`src/rtl/lse_pkg.sv`:
```
// lse_pkg: shared types, codes and defaults for the LIFO stack engine.
// No dependencies; used by the interfaces, the cell and the top level.
package lse_pkg;

	localparam int DEPTH_DEF      = 32;
	localparam int DATA_WIDTH_DEF = 32;

	localparam int OPCODE_W = 3;
	localparam int WORD_W   = 32;
	localparam int STATUS_W = 2;
	localparam int COUNT_W  = 6;
	localparam int CAP_W    = 6;

	localparam logic [CAP_W-1:0] CAP_RESET = 6'd32;

	localparam logic [OPCODE_W-1:0] OP_PUSH     = 3'd0;
	localparam logic [OPCODE_W-1:0] OP_POP      = 3'd1;
	localparam logic [OPCODE_W-1:0] OP_TOP      = 3'd2;
	localparam logic [OPCODE_W-1:0] OP_CLEAR    = 3'd3;
	localparam logic [OPCODE_W-1:0] OP_TRAVERSE = 3'd4;

	localparam logic [STATUS_W-1:0] ST_OK    = 2'd0;
	localparam logic [STATUS_W-1:0] ST_FULL  = 2'd1;
	localparam logic [STATUS_W-1:0] ST_EMPTY = 2'd2;

	localparam logic REG_CAPACITY = 1'b0;

	// the operation that every cell of the chain performs
	typedef enum logic [1:0] {
		CELL_HOLD,
		CELL_PUSH,
		CELL_POP,
		CELL_ROT
	} cell_op_t;

endpackage

```
`src/rtl/lse_ifs.sv`:
```
// lse_ifs: valid/ready channel interfaces for the LIFO stack engine.
// Depends on lse_pkg for field widths.
interface lse_in_if;
	import lse_pkg::*;
	logic                valid;
	logic                ready;
	logic [OPCODE_W-1:0] opcode;
	logic [WORD_W-1:0]   data_in;

	modport source (output valid, opcode, data_in, input ready);
	modport sink   (input valid, opcode, data_in, output ready);
endinterface

interface lse_out_if;
	import lse_pkg::*;
	logic                valid;
	logic                ready;
	logic [STATUS_W-1:0] status;
	logic [WORD_W-1:0]   data_out;
	logic                data_valid;
	logic [COUNT_W-1:0]  entry_count;
	logic                last;

	modport source (output valid, status, data_out, data_valid, entry_count, last,
		input ready);
	modport sink   (input valid, status, data_out, data_valid, entry_count, last,
		output ready);
endinterface

```
`src/rtl/lse_cell.sv`:
```
// lse_cell: one stack slot; shifts toward its neighbors on push, pop and rotate.
// Depends on lse_pkg for cell_op_t.
module lse_cell
	import lse_pkg::*;
#(
	parameter int DATA_WIDTH = DATA_WIDTH_DEF,
	parameter int DEPTH      = DEPTH_DEF,
	parameter int INDEX      = 0,
	localparam int CNT_W     = $clog2(DEPTH + 1)
) (
	input  logic                  clk,
	input  cell_op_t              op,
	input  logic [CNT_W-1:0]      count,
	input  logic [DATA_WIDTH-1:0] word_above,
	input  logic [DATA_WIDTH-1:0] word_below,
	input  logic [DATA_WIDTH-1:0] word_wrap,
	output logic [DATA_WIDTH-1:0] word
);

	logic [DATA_WIDTH-1:0] word_q;
	logic                  at_bottom;
	logic                  above_bottom;

	// rotation only moves the occupied slots; the bottom one takes the old top
	assign at_bottom    = CNT_W'(INDEX + 1) == count;
	assign above_bottom = CNT_W'(INDEX + 1) < count;

	always_ff @(posedge clk) begin
		case (op)
			CELL_PUSH: word_q <= word_above;
			CELL_POP:  word_q <= word_below;
			CELL_ROT: begin
				if (at_bottom) begin
					word_q <= word_wrap;
				end else if (above_bottom) begin
					word_q <= word_below;
				end
			end
			default: word_q <= word_q;
		endcase
	end

	assign word = word_q;

endmodule

```
`src/rtl/lifo_stack_engine_unit.sv`:
```
// lifo_stack_engine_unit: bounded LIFO stack built as a chain of shifting cells.
// Depends on lse_pkg, lse_ifs (lse_in_if, lse_out_if) and lse_cell.
//
// The top of the stack always sits in the first cell; push shifts the chain down,
// pop shifts it up. Push, pop, top, clear and unused opcodes give one result each
// and sustain one transaction per cycle while no traverse is running and the
// result channel keeps up: a single output register holds the result while the
// next item is taken. Traverse with N stored words gives N results and takes
// no input until the last: the occupied cells rotate one place per result and
// the first cell feeds the output; after the last result the order is restored.
// Traverse on an empty stack, like every other opcode, gives one result.
// capacity (APB byte address 0, reset 32) limits pushes; values above DEPTH act
// as DEPTH and lowering it below the count keeps the stored words.
module lifo_stack_engine_unit
	import lse_pkg::*;
#(
	parameter int DEPTH      = DEPTH_DEF,
	parameter int DATA_WIDTH = DATA_WIDTH_DEF
) (
	input  logic        clk,
	input  logic        arst_n,
	lse_in_if.sink      in_ch,
	lse_out_if.source   res_ch,
	input  logic        psel,
	input  logic        penable,
	input  logic        pwrite,
	input  logic [2:0]  paddr,
	input  logic [31:0] pwdata,
	output logic [31:0] prdata,
	output logic        pready
);

	localparam int CNT_W = $clog2(DEPTH + 1);
	localparam int CMP_W = 8;

	logic [CAP_W-1:0]      capacity_q;
	logic [CNT_W-1:0]      count_q;
	logic [CNT_W-1:0]      count_nxt;
	logic [CNT_W-1:0]      remain_q;
	logic [CNT_W-1:0]      remain_nxt;
	logic                  busy_q;
	logic                  busy_nxt;

	logic                  out_valid_q;
	logic [STATUS_W-1:0]   status_q;
	logic [WORD_W-1:0]     data_q;
	logic                  dvalid_q;
	logic [COUNT_W-1:0]    entry_q;
	logic                  last_q;

	logic                  advance;
	logic                  in_fire;
	logic                  emit;
	logic [STATUS_W-1:0]   status_d;
	logic                  word_sel;
	logic                  last_d;
	logic                  full;
	logic                  empty;
	cell_op_t              cell_op;

	logic [DATA_WIDTH-1:0] cell_word [DEPTH];
	logic [DATA_WIDTH-1:0] push_word;
	logic [63:0]           push_ext;
	logic [63:0]           top_ext;

	// ---------------- configuration port ----------------
	assign pready = 1'b1;

	always_ff @(posedge clk or negedge arst_n) begin
		if (!arst_n) begin
			capacity_q <= CAP_RESET;
		end else if (psel && penable && pwrite && paddr[2] == REG_CAPACITY) begin
			capacity_q <= pwdata[CAP_W-1:0];
		end
	end

	assign prdata = (paddr[2] == REG_CAPACITY) ? 32'(capacity_q) : 32'd0;

	// ---------------- cell chain ----------------
	assign push_ext  = 64'(in_ch.data_in);
	assign push_word = push_ext[DATA_WIDTH-1:0];
	assign top_ext   = 64'(cell_word[0]);

	for (genvar i = 0; i < DEPTH; i++) begin : g_cell
		logic [DATA_WIDTH-1:0] above;
		logic [DATA_WIDTH-1:0] below;

		if (i == 0) begin : g_first
			assign above = push_word;
		end else begin : g_mid
			assign above = cell_word[i-1];
		end
		if (i == DEPTH - 1) begin : g_last
			assign below = cell_word[i];
		end else begin : g_inner
			assign below = cell_word[i+1];
		end

		lse_cell #(
			.DATA_WIDTH (DATA_WIDTH),
			.DEPTH      (DEPTH),
			.INDEX      (i)
		) u_cell (
			.clk        (clk),
			.op         (cell_op),
			.count      (count_q),
			.word_above (above),
			.word_below (below),
			.word_wrap  (cell_word[0]),
			.word       (cell_word[i])
		);
	end

	// ---------------- control ----------------
	assign advance      = !out_valid_q || res_ch.ready;
	assign in_ch.ready  = advance && !busy_q;
	assign in_fire      = in_ch.valid && in_ch.ready;

	assign empty = count_q == '0;
	assign full  = CMP_W'(count_q) >= CMP_W'(capacity_q) || CMP_W'(count_q) >= CMP_W'(DEPTH);

	always_comb begin
		cell_op    = CELL_HOLD;
		count_nxt  = count_q;
		remain_nxt = remain_q;
		busy_nxt   = busy_q;
		emit       = 1'b0;
		status_d   = ST_OK;
		word_sel   = 1'b0;
		last_d     = 1'b1;
		if (in_fire) begin
			emit = 1'b1;
			unique case (in_ch.opcode)
				OP_PUSH: begin
					if (full) begin
						status_d = ST_FULL;
					end else begin
						cell_op   = CELL_PUSH;
						count_nxt = count_q + 1'b1;
					end
				end
				OP_POP: begin
					if (empty) begin
						status_d = ST_EMPTY;
					end else begin
						cell_op   = CELL_POP;
						count_nxt = count_q - 1'b1;
						word_sel  = 1'b1;
					end
				end
				OP_TOP: begin
					if (empty) begin
						status_d = ST_EMPTY;
					end else begin
						word_sel = 1'b1;
					end
				end
				OP_CLEAR: count_nxt = '0;
				OP_TRAVERSE: begin
					if (empty) begin
						status_d = ST_EMPTY;
					end else begin
						cell_op    = CELL_ROT;
						word_sel   = 1'b1;
						last_d     = count_q == CNT_W'(1);
						remain_nxt = count_q - 1'b1;
						busy_nxt   = count_q != CNT_W'(1);
					end
				end
				default: ;
			endcase
		end else if (busy_q && advance) begin
			// later traverse results: emit the new top, rotate again
			emit       = 1'b1;
			cell_op    = CELL_ROT;
			word_sel   = 1'b1;
			last_d     = remain_q == CNT_W'(1);
			remain_nxt = remain_q - 1'b1;
			busy_nxt   = remain_q != CNT_W'(1);
		end
	end

	always_ff @(posedge clk or negedge arst_n) begin
		if (!arst_n) begin
			count_q     <= '0;
			remain_q    <= '0;
			busy_q      <= 1'b0;
			out_valid_q <= 1'b0;
		end else begin
			count_q  <= count_nxt;
			remain_q <= remain_nxt;
			busy_q   <= busy_nxt;
			if (emit) begin
				out_valid_q <= 1'b1;
			end else if (res_ch.ready) begin
				out_valid_q <= 1'b0;
			end
		end
	end

	always_ff @(posedge clk) begin
		if (emit) begin
			status_q <= status_d;
			data_q   <= word_sel ? top_ext[WORD_W-1:0] : '0;
			dvalid_q <= word_sel;
			entry_q  <= COUNT_W'(count_nxt);
			last_q   <= last_d;
		end
	end

	assign res_ch.valid       = out_valid_q;
	assign res_ch.status      = status_q;
	assign res_ch.data_out    = data_q;
	assign res_ch.data_valid  = dvalid_q;
	assign res_ch.entry_count = entry_q;
	assign res_ch.last        = last_q;

endmodule
```
`src/flat_wrapper.sv`:
```
// flat-port wrapper written by rule: the top's interface ports become plain ports
module lifo_stack_engine_unit_flat import lse_pkg::*;
#(
	parameter int DEPTH      = DEPTH_DEF,
	parameter int DATA_WIDTH = DATA_WIDTH_DEF
)
  (clk, arst_n, psel, penable, pwrite, paddr, pwdata, prdata, pready, in_ch_valid, in_ch_opcode, in_ch_data_in, in_ch_ready, res_ch_valid, res_ch_status, res_ch_data_out, res_ch_data_valid, res_ch_entry_count, res_ch_last, res_ch_ready);
  lse_in_if in_ch_i ();
  lse_out_if res_ch_i ();
  input  logic clk;
  input  logic arst_n;
  input  logic psel;
  input  logic penable;
  input  logic pwrite;
  input  logic [2:0] paddr;
  input  logic [31:0] pwdata;
  output logic [31:0] prdata;
  output logic pready;
  input wire logic [$bits(in_ch_i.valid)-1:0] in_ch_valid;
  input wire logic [$bits(in_ch_i.opcode)-1:0] in_ch_opcode;
  input wire logic [$bits(in_ch_i.data_in)-1:0] in_ch_data_in;
  output wire logic [$bits(in_ch_i.ready)-1:0] in_ch_ready;
  output wire logic [$bits(res_ch_i.valid)-1:0] res_ch_valid;
  output wire logic [$bits(res_ch_i.status)-1:0] res_ch_status;
  output wire logic [$bits(res_ch_i.data_out)-1:0] res_ch_data_out;
  output wire logic [$bits(res_ch_i.data_valid)-1:0] res_ch_data_valid;
  output wire logic [$bits(res_ch_i.entry_count)-1:0] res_ch_entry_count;
  output wire logic [$bits(res_ch_i.last)-1:0] res_ch_last;
  input wire logic [$bits(res_ch_i.ready)-1:0] res_ch_ready;
  assign in_ch_i.valid = in_ch_valid;
  assign in_ch_i.opcode = in_ch_opcode;
  assign in_ch_i.data_in = in_ch_data_in;
  assign in_ch_ready = in_ch_i.ready;
  assign res_ch_valid = res_ch_i.valid;
  assign res_ch_status = res_ch_i.status;
  assign res_ch_data_out = res_ch_i.data_out;
  assign res_ch_data_valid = res_ch_i.data_valid;
  assign res_ch_entry_count = res_ch_i.entry_count;
  assign res_ch_last = res_ch_i.last;
  assign res_ch_i.ready = res_ch_ready;
  lifo_stack_engine_unit #(.DEPTH(DEPTH), .DATA_WIDTH(DATA_WIDTH)) u_core (.clk(clk), .arst_n(arst_n), .in_ch(in_ch_i), .res_ch(res_ch_i), .psel(psel), .penable(penable), .pwrite(pwrite), .paddr(paddr), .pwdata(pwdata), .prdata(prdata), .pready(pready));
endmodule
```
`config.mk`:
```
export PLATFORM = sky130hd
export DESIGN_NAME = lifo_stack_engine_unit_flat
export DESIGN_NICKNAME = d
export VERILOG_FILES = /design/src/rtl/lse_pkg.sv /design/src/rtl/lse_ifs.sv /design/src/rtl/lse_cell.sv /design/src/rtl/lifo_stack_engine_unit.sv /design/src/flat_wrapper.sv
export SDC_FILE = /design/constraint.sdc
export NUM_CORES = 2
export LEC_CHECK = 0
export ABC_AREA = 1
export BUFFER_PORTS_ARGS = -buffer_cell sky130_fd_sc_hd__buf_2
export CAP_MARGIN = 20
export CORE_ASPECT_RATIO = 1.4
export CORE_MARGIN = 1
export CORE_UTILIZATION = 30
export DETAILED_ROUTE_END_ITERATION = 16
export PLACE_DENSITY = 0.44
export SLEW_MARGIN = 20
export SYNTH_ARGS = -nofsm -noshare
export SYNTH_HDL_FRONTEND = slang
export SYNTH_SLANG_ARGS = --single-unit
```
`constraint.sdc`:
```
create_clock -name clk -period 14.8 [get_ports clk]
set_clock_uncertainty 0.2 [all_clocks]
set_input_delay 0.74 -clock clk [delete_from_list [all_inputs] [get_ports clk]]
set_output_delay 0.74 -clock clk [all_outputs]
set_load 0.02 [all_outputs]
```
======== Word level (Yosys, flattened, before mapping) ========
Index checks and enable logic that the tools add are counted.
word-level totals
  register bits after elaboration ......... 1086
  input bits .............................. 77
  logic and storage cells ................. 335
cells by class
  add/subtract/negate cells ............... 3
  order comparisons ....................... 33
  equal/unequal tests ..................... 78
  mux-type cells .......................... 128
  bitwise gates (word level) .............. 1
  reduce and logical (&&, ||, !) cells .... 50
operators by type and width
  operator                                                                     number
  32-bit one-hot mux with 3 select lines                                       31
  32-bit 2-to-1 mux                                                            63
  5-bit by 6-bit == test with 1-bit output, first input constant               16
  5-bit by 6-bit less-than comparator with 1-bit output, first input constant  16
  3-bit inequality test, second input constant                                 30
  32-bit one-hot mux with 2 select lines                                       1
  2-bit AND reduction                                                          31
  4-bit by 6-bit == test with 1-bit output, first input constant               8
  4-bit by 6-bit less-than comparator with 1-bit output, first input constant  8
  6-bit 2-to-1 mux                                                             8
  3-bit by 6-bit == test with 1-bit output, first input constant               4
  3-bit by 6-bit less-than comparator with 1-bit output, first input constant  4
  6-bit one-hot mux with 3 select lines                                        1
  1-bit 2-to-1 mux                                                             17
  2-bit by 6-bit == test with 1-bit output, first input constant               2
  6-bit by 1-bit == test with 1-bit output, second input constant              2
  2-bit by 6-bit less-than comparator with 1-bit output, first input constant  2
  6-bit by 1-bit inequality test with 1-bit output, second input constant      2
  6-bit by 1-bit subtractor with 6-bit output, second input constant           2
  2-bit 2-to-1 mux                                                             5
  2-bit inequality test, second input constant                                 5
  6-bit by 1-bit adder with 6-bit output, second input constant                1
  1-bit by 6-bit == test with 1-bit output, first input constant               1
  3-bit by 2-bit == test with 1-bit output, second input constant              2
  other kinds (20)                                                             31

======== Longest topological paths before layout ========
  depth in word-level cells ............... 8
  depth in mapped cells ................... 21

======== Cells and area by module ========
From an unflattened synthesis, not the netlist that was laid out.
unflattened totals
  cells, all modules ...................... 9752
  area, all modules ....................... 76314.4 um2
modules (own cells, without submodules)
  module                                   times used  cells an instance  area an instance (um2)
  lse_cell (u_core.g_cell[11].u_cell ...)  2           291                2270.9
  lse_cell (u_core.g_cell[12].u_cell ...)  2           293                2258.4
  lifo_stack_engine_unit                   1           369                3627.2
  lse_cell (u_core.g_cell[19].u_cell)      1           294                2333.5
  lse_cell (u_core.g_cell[16].u_cell)      1           299                2323.5
  lse_cell (u_core.g_cell[5].u_cell)       1           295                2314.7
  lse_cell (u_core.g_cell[24].u_cell)      1           294                2301.0
  lse_cell (u_core.g_cell[4].u_cell)       1           298                2297.2
  lse_cell (u_core.g_cell[22].u_cell)      1           295                2296.0
  lse_cell (u_core.g_cell[21].u_cell)      1           296                2294.7
  lse_cell (u_core.g_cell[10].u_cell)      1           294                2290.9
  lse_cell (u_core.g_cell[8].u_cell)       1           299                2284.7
  lse_cell (u_core.g_cell[17].u_cell)      1           296                2283.4
  lse_cell (u_core.g_cell[20].u_cell)      1           298                2283.4
  17 more rows                             n/a         n/a                n/a

======== Worst setup path after synthesis ========
No wires, ideal clock.
  path type ............................... input port to flip-flop
  start point ............................. input res_ch_ready
  end point ............................... register u_core.g_cell[20].u_cell.word_q[0] (enable)
  arrival time ............................ 7.980 ns
  required time ........................... 14.134 ns
  path slack .............................. 6.154 ns
  stages .................................. 15
  cell sequence ........................... inv_1 > nand2_1 > nand2_1 > nor2_1 > nor2_1 > inv_1 > o21ai_0 > inv_1 > ha_1 > buf_4 > inv_1 > buf_2 > o21ai_0 > inv_1 > o21ai_0
on the way
  cells in the longest elaborated chain, start to end .. 7
  elaborated cells between the ends (all ways) .. 12
  those cells by class .................... 4 x eq/ne; 2 x mux; 6 x reduce/logical
ends and longest elaborated chain
  element                                                                              line                                                          text
  start: declaration                                                                   flat_wrapper.sv:29                                            input wire logic [$bits(res_ch_i.ready)-1:0] res_ch_ready;
  1-bit logical OR (*)                                                                 lifo_stack_engine_unit.sv:115                                 assign advance = !out_valid_q || res_ch.ready;
  1-bit logical AND, on equally long branches                                          lifo_stack_engine_unit.sv:172, lifo_stack_engine_unit.sv:116
  2-bit 2-to-1 mux / 1-bit logical AND (equally long branches)                         lifo_stack_engine_unit.sv:172, lifo_stack_engine_unit.sv:117
  2-bit 2-to-1 mux (*)                                                                 lifo_stack_engine_unit.sv:131                                 if (in_fire) begin
  2-bit == test / 2-bit by 1-bit == test with 1-bit output (equally long branches)     lse_cell.sv:29                                                case (op)
  3-bit inequality test (no source line) / 3-bit nonzero test (equally long branches)  n/a
  2-bit AND reduction (no source line) (*)                                             n/a
  end signal: assignment                                                               lse_cell.sv:30                                                CELL_PUSH: word_q <= word_above;
  end signal: assignment                                                               lse_cell.sv:31                                                CELL_POP: word_q <= word_below;
  end signal: assignment                                                               lse_cell.sv:34                                                word_q <= word_wrap;
  end: declaration                                                                     lse_cell.sv:20                                                logic [DATA_WIDTH-1:0] word_q;
Every way passes the cells marked *; elsewhere a longest branch is shown, timed or not.
A chain may end at the register's enable or synchronous reset.

======== Final worst setup path ========
  start point ............................. register u_core.count_q[4]
  end point ............................... register u_core.g_cell[20].u_cell.word_q[3] (enable)
on the way
  cells in the longest elaborated chain, start to end .. 8
  elaborated cells between the ends (all ways) .. 17
  those cells by class .................... 3 x order compare; 5 x eq/ne; 5 x mux; 4 x reduce/logical
ends and longest elaborated chain
  element                                                                              line                           text
  start: declaration                                                                   lifo_stack_engine_unit.sv:37   logic [CNT_W-1:0] count_q;
  start signal: assignment                                                             lifo_stack_engine_unit.sv:190  count_q <= count_nxt;
  6-bit greater-or-equal comparator                                                    lifo_stack_engine_unit.sv:120  assign full = CMP_W'(count_q) >= CMP_W'(capacity_q) || CMP_W'(count_q) >= CMP_W'(DEPTH);
  1-bit logical OR                                                                     lifo_stack_engine_unit.sv:120
  1-bit 2-to-1 mux                                                                     lifo_stack_engine_unit.sv:135  if (full) begin
  2-bit one-hot mux with 3 select lines                                                lifo_stack_engine_unit.sv:133  unique case (in_ch.opcode)
  2-bit 2-to-1 mux                                                                     lifo_stack_engine_unit.sv:131
  2-bit == test / 2-bit by 1-bit == test with 1-bit output (equally long branches)     lse_cell.sv:29
  3-bit inequality test (no source line) / 3-bit nonzero test (equally long branches)  n/a
  2-bit AND reduction (no source line) (*)                                             n/a
Marks and branches as above.

==> results.toml <==
[floorplanning]
die_area_um2 = 195000
fp.dieW_um = 373
core_area_um2 = 192000
top_level_ports = 154
initial_utilization = 0.302
num_rows = 190
fp.dieH_um = 522

[synth]
synth_adder_area_share = 0.00346
synthMuxAreaShare = 0
ys_seq_elements = 1086
syn_area_um2 = 57900
synth_cell_types = 44
synth_top_area_share = 0.553
yosys.area.top_type = "edfxtp_1"
yosysSeqAreaShare = 0.561
synth-simple-area-share = 0.0407
synth-edff-count = 1066
ys_warn_count = 0
avgSynthCellArea_um2 = 9.91
ys.flop_type = "edfxtp_1"
synth_top_family_by_area = "compound AO/OA/AOI/OAI gates"
synthXorXnorAreaFrac = 0.000454
ys_top_cells_by_area = "edfxtp_1, o221ai_1, o21ai_0, a21oi_1, inv_1"
synth_compound_area_frac = 0.284
async_reset_ff_frac = 0.0184
netlist_instances = 5845

[power]
finalPower_uw = 19300
cellPowerDensity_nw_per_um2 = 300
combPwrFrac = 0.462
p_int_uw = 10100
vdd_ir_drop_max_uv = 202
p_clk_frac = 0.155
p_sw_frac = 0.474
p_seq_frac = 0.383
cellLeakagePower_uw = 0.0240
switching_power_uw = 9130

[clock_tree]
clkSinkCount = 1086
cts_made_buffers = 116
h-tree-depth = 3
clock_latency_ps = 800
clock_path_buffers = 3
post_cts_buffers = 0
cts_tree = "done"
cts_root_buf = "clkbuf_16"
clk_pin_slew_worst_paths_ps = 60

[global_route]
grt_pass1_wl_um = 353000
antenna_found_initial = 15
grt_usage = 0.249
overflow = 0
grt_pass1_vias = 47000
grt_max_degree = 193

[critical_path]
worstSetupPathType = "flip-flop to flip-flop"
arrival_ps = 7930
critPathCaptureType = "flip-flop"
worst_setup_path_start_kind = "flip-flop"
rrSetupSlack_ps = 7060
worstPathRequired_ps = 15000
cp_max_fo = 58

[sta]
tns_ps = 0
worst_slew_pin_slew_ps = 1210
fin_crit_ps = 7740
setup_viol = 0
grt_setup_unrepaired = "false"
finalHoldViolCount = 0
fin_crit_sh = 0.523
max_freq_ghz = 0.129
max_slew_margin = 0.192
drv_slew = 0
fin_ws_ps = 7060

[final_layout]
area_growth_pct = 10.6
drive_above_1_share = 0.0850
num-nets-final = 5715

[detailed_routing]
drc = 0
via_per_inst = 5.94
num_vias = 48800
dr.pass1.iters = 5
drt_first_iter_violations = 5548
wl_um = 249000
postRouteAntennaNets = 0
routedWlPerCell_um = 30.4

[outcome]
status = "completed"

[flow_run]
drv_cap = 0

[placement]
place_hpwl_um = 146000
pre_cts_ws_ps = 7170
gp_congestion = 0.888
io_buffers = 98

[hold_path]
min_path_type = "primary input to flip-flop"
[flip-flops by register name (all words and copies together), names as in the netlist]
name and cells:
u_core.remain_q 6, u_core.count_q 6, u_core.g_cell.u_cell.word 1024, u_core.res_ch.valid 1, u_core.res_ch.data_valid 1, u_core.capacity_q 6, u_core.res_ch.status 2, u_core.res_ch.entry_count 6
u_core.res_ch.data_out 32, u_core.busy_q 1, u_core.res_ch.last 1
[power by group through the flow]
stage               logic [uW]  registers [uW]  clock network (uW)
floorplan                 5140            7060                   0
global placement          8700            7360                   0
detailed placement        8830            7390                   0
CTS                       8850            7350                3020
global route              9470            7520                3120
finish                    8890            7380                2980
[timing repair]
item                                    in CTS  in global routing
hold endpoints to repair                    25                  0
endpoints found under the setup margin       0                  0
resized for setup                            0                  0
hold buffers                                 7                  0
[cell usage in the layout (no fill, tap or decap), drive strengths merged, types with 7 or more instances in the layout]
cell type	n
edfxtp	1066
inv	964
o21ai	902
o221ai	800
a21oi	728
nand2	435
buf	236
clkbuf	143
a22oi	129
nor2	84
clkinv	58
o22ai	32
nand3	28
conb	27
dfrtp	19
ha	16
bufinv	10
nand4	9
dlygate4sd3	7
[layer usage]
metal / track usage / wire (um)
met2: 0.425 / 122000
met4: 0.137 / 14400
met1: 0.302 / 96200
met3: 0.0345 / 16800
met5: 0 / 28
[path summary, 6_finish.rpt]
| kind | from | end | cells past startpoint |
|---|---|---|---|
| max | u_core.count_q[4]$_DFF_PN0_ | u_core.g_cell[20].u_cell.word[3]$_DFFE_PP_ | 17 |
| min | in_ch_data_in[9] | u_core.g_cell[0].u_cell.word[9]$_DFFE_PP_ | 3 |
| max reg2reg | u_core.count_q[4]$_DFF_PN0_ | u_core.g_cell[20].u_cell.word[3]$_DFFE_PP_ | 17 |
| min reg2reg | u_core.remain_q[5]$_DFFE_PN0P_ | u_core.remain_q[5]$_DFFE_PN0P_ | 2 |
| max in group asynchronous | arst_n | u_core.capacity_q[5]$_DFFE_PN1P_ | 2 |
| min in group asynchronous | arst_n | u_core.res_ch.valid$_DFFE_PN0P_ | 2 |
[worst max-delay path, cell delays in order (launching register included)]
cell	delay (ps)
dfrtp_1	630
nor2_8	190
buf_4	700
nand2_1	250
nand2_1	160
inv_1	110
o21ai_0	560
inv_1	250
ha_4	390
buf_4	460
nor2_1	460
clkinv_1	440
buf_4	370
o21ai_4	80
buf_4	630
inv_1	320
o21ai_4	540
buf_4	560
[cell usage after synthesis (all sizes together), types with 2 or more instances]
library cell and count:
buf 222, xor2 2, o211ai 5, clkbuf 387, conb 2, inv 964, a21oi 728, nand3 28
nand2 435, nor2 84, dfrtp 19, o21ai 902, o311ai 2, nor3 4, nand4 9, clkinv 2
a22oi 129, ha 16, o22ai 32, edfxtp 1066, o221ai 800
[cell families (layout without fill, tap and decap cells)]
kind of cell             after synthesis  in the layout
XOR/XNOR                               3              3
adder cells (fa/ha/maj)               16             16
buffers and inverters               1575           1422
AO/OA/AOI/OAI                       2601           2601
other                                  2             30
flip-flops                          1086           1086
AND/OR/NAND/NOR                      562            562
[area by class of cell]
cell class                 count  area, um^2
sequential                  1086       32500
clock inverter                70         624
multi-input combinational   3209       19500
inverter                     966        3650
fill                       19600      128000
timing repair buffer         243        1660
tap                         2496        3120
antenna                        3        7.51
clock buffer                 143        3030
[per-stage QoR]
step | util | instance area (um^2) | hold WS (ps) | std cells
finish | 0.335 | 64100 | 46.9 | 8216
global placement | 0.315 | 60400 | 313 | 7993
global route | 0.335 | 64100 | 73.8 | 8214
detailed placement | 0.315 | 60400 | 326 | 7993
floorplan | - | 58000 | 244 | 5870
CTS | 0.335 | 64100 | 6.04 | 8213
(Power assumes the default switching activity.)
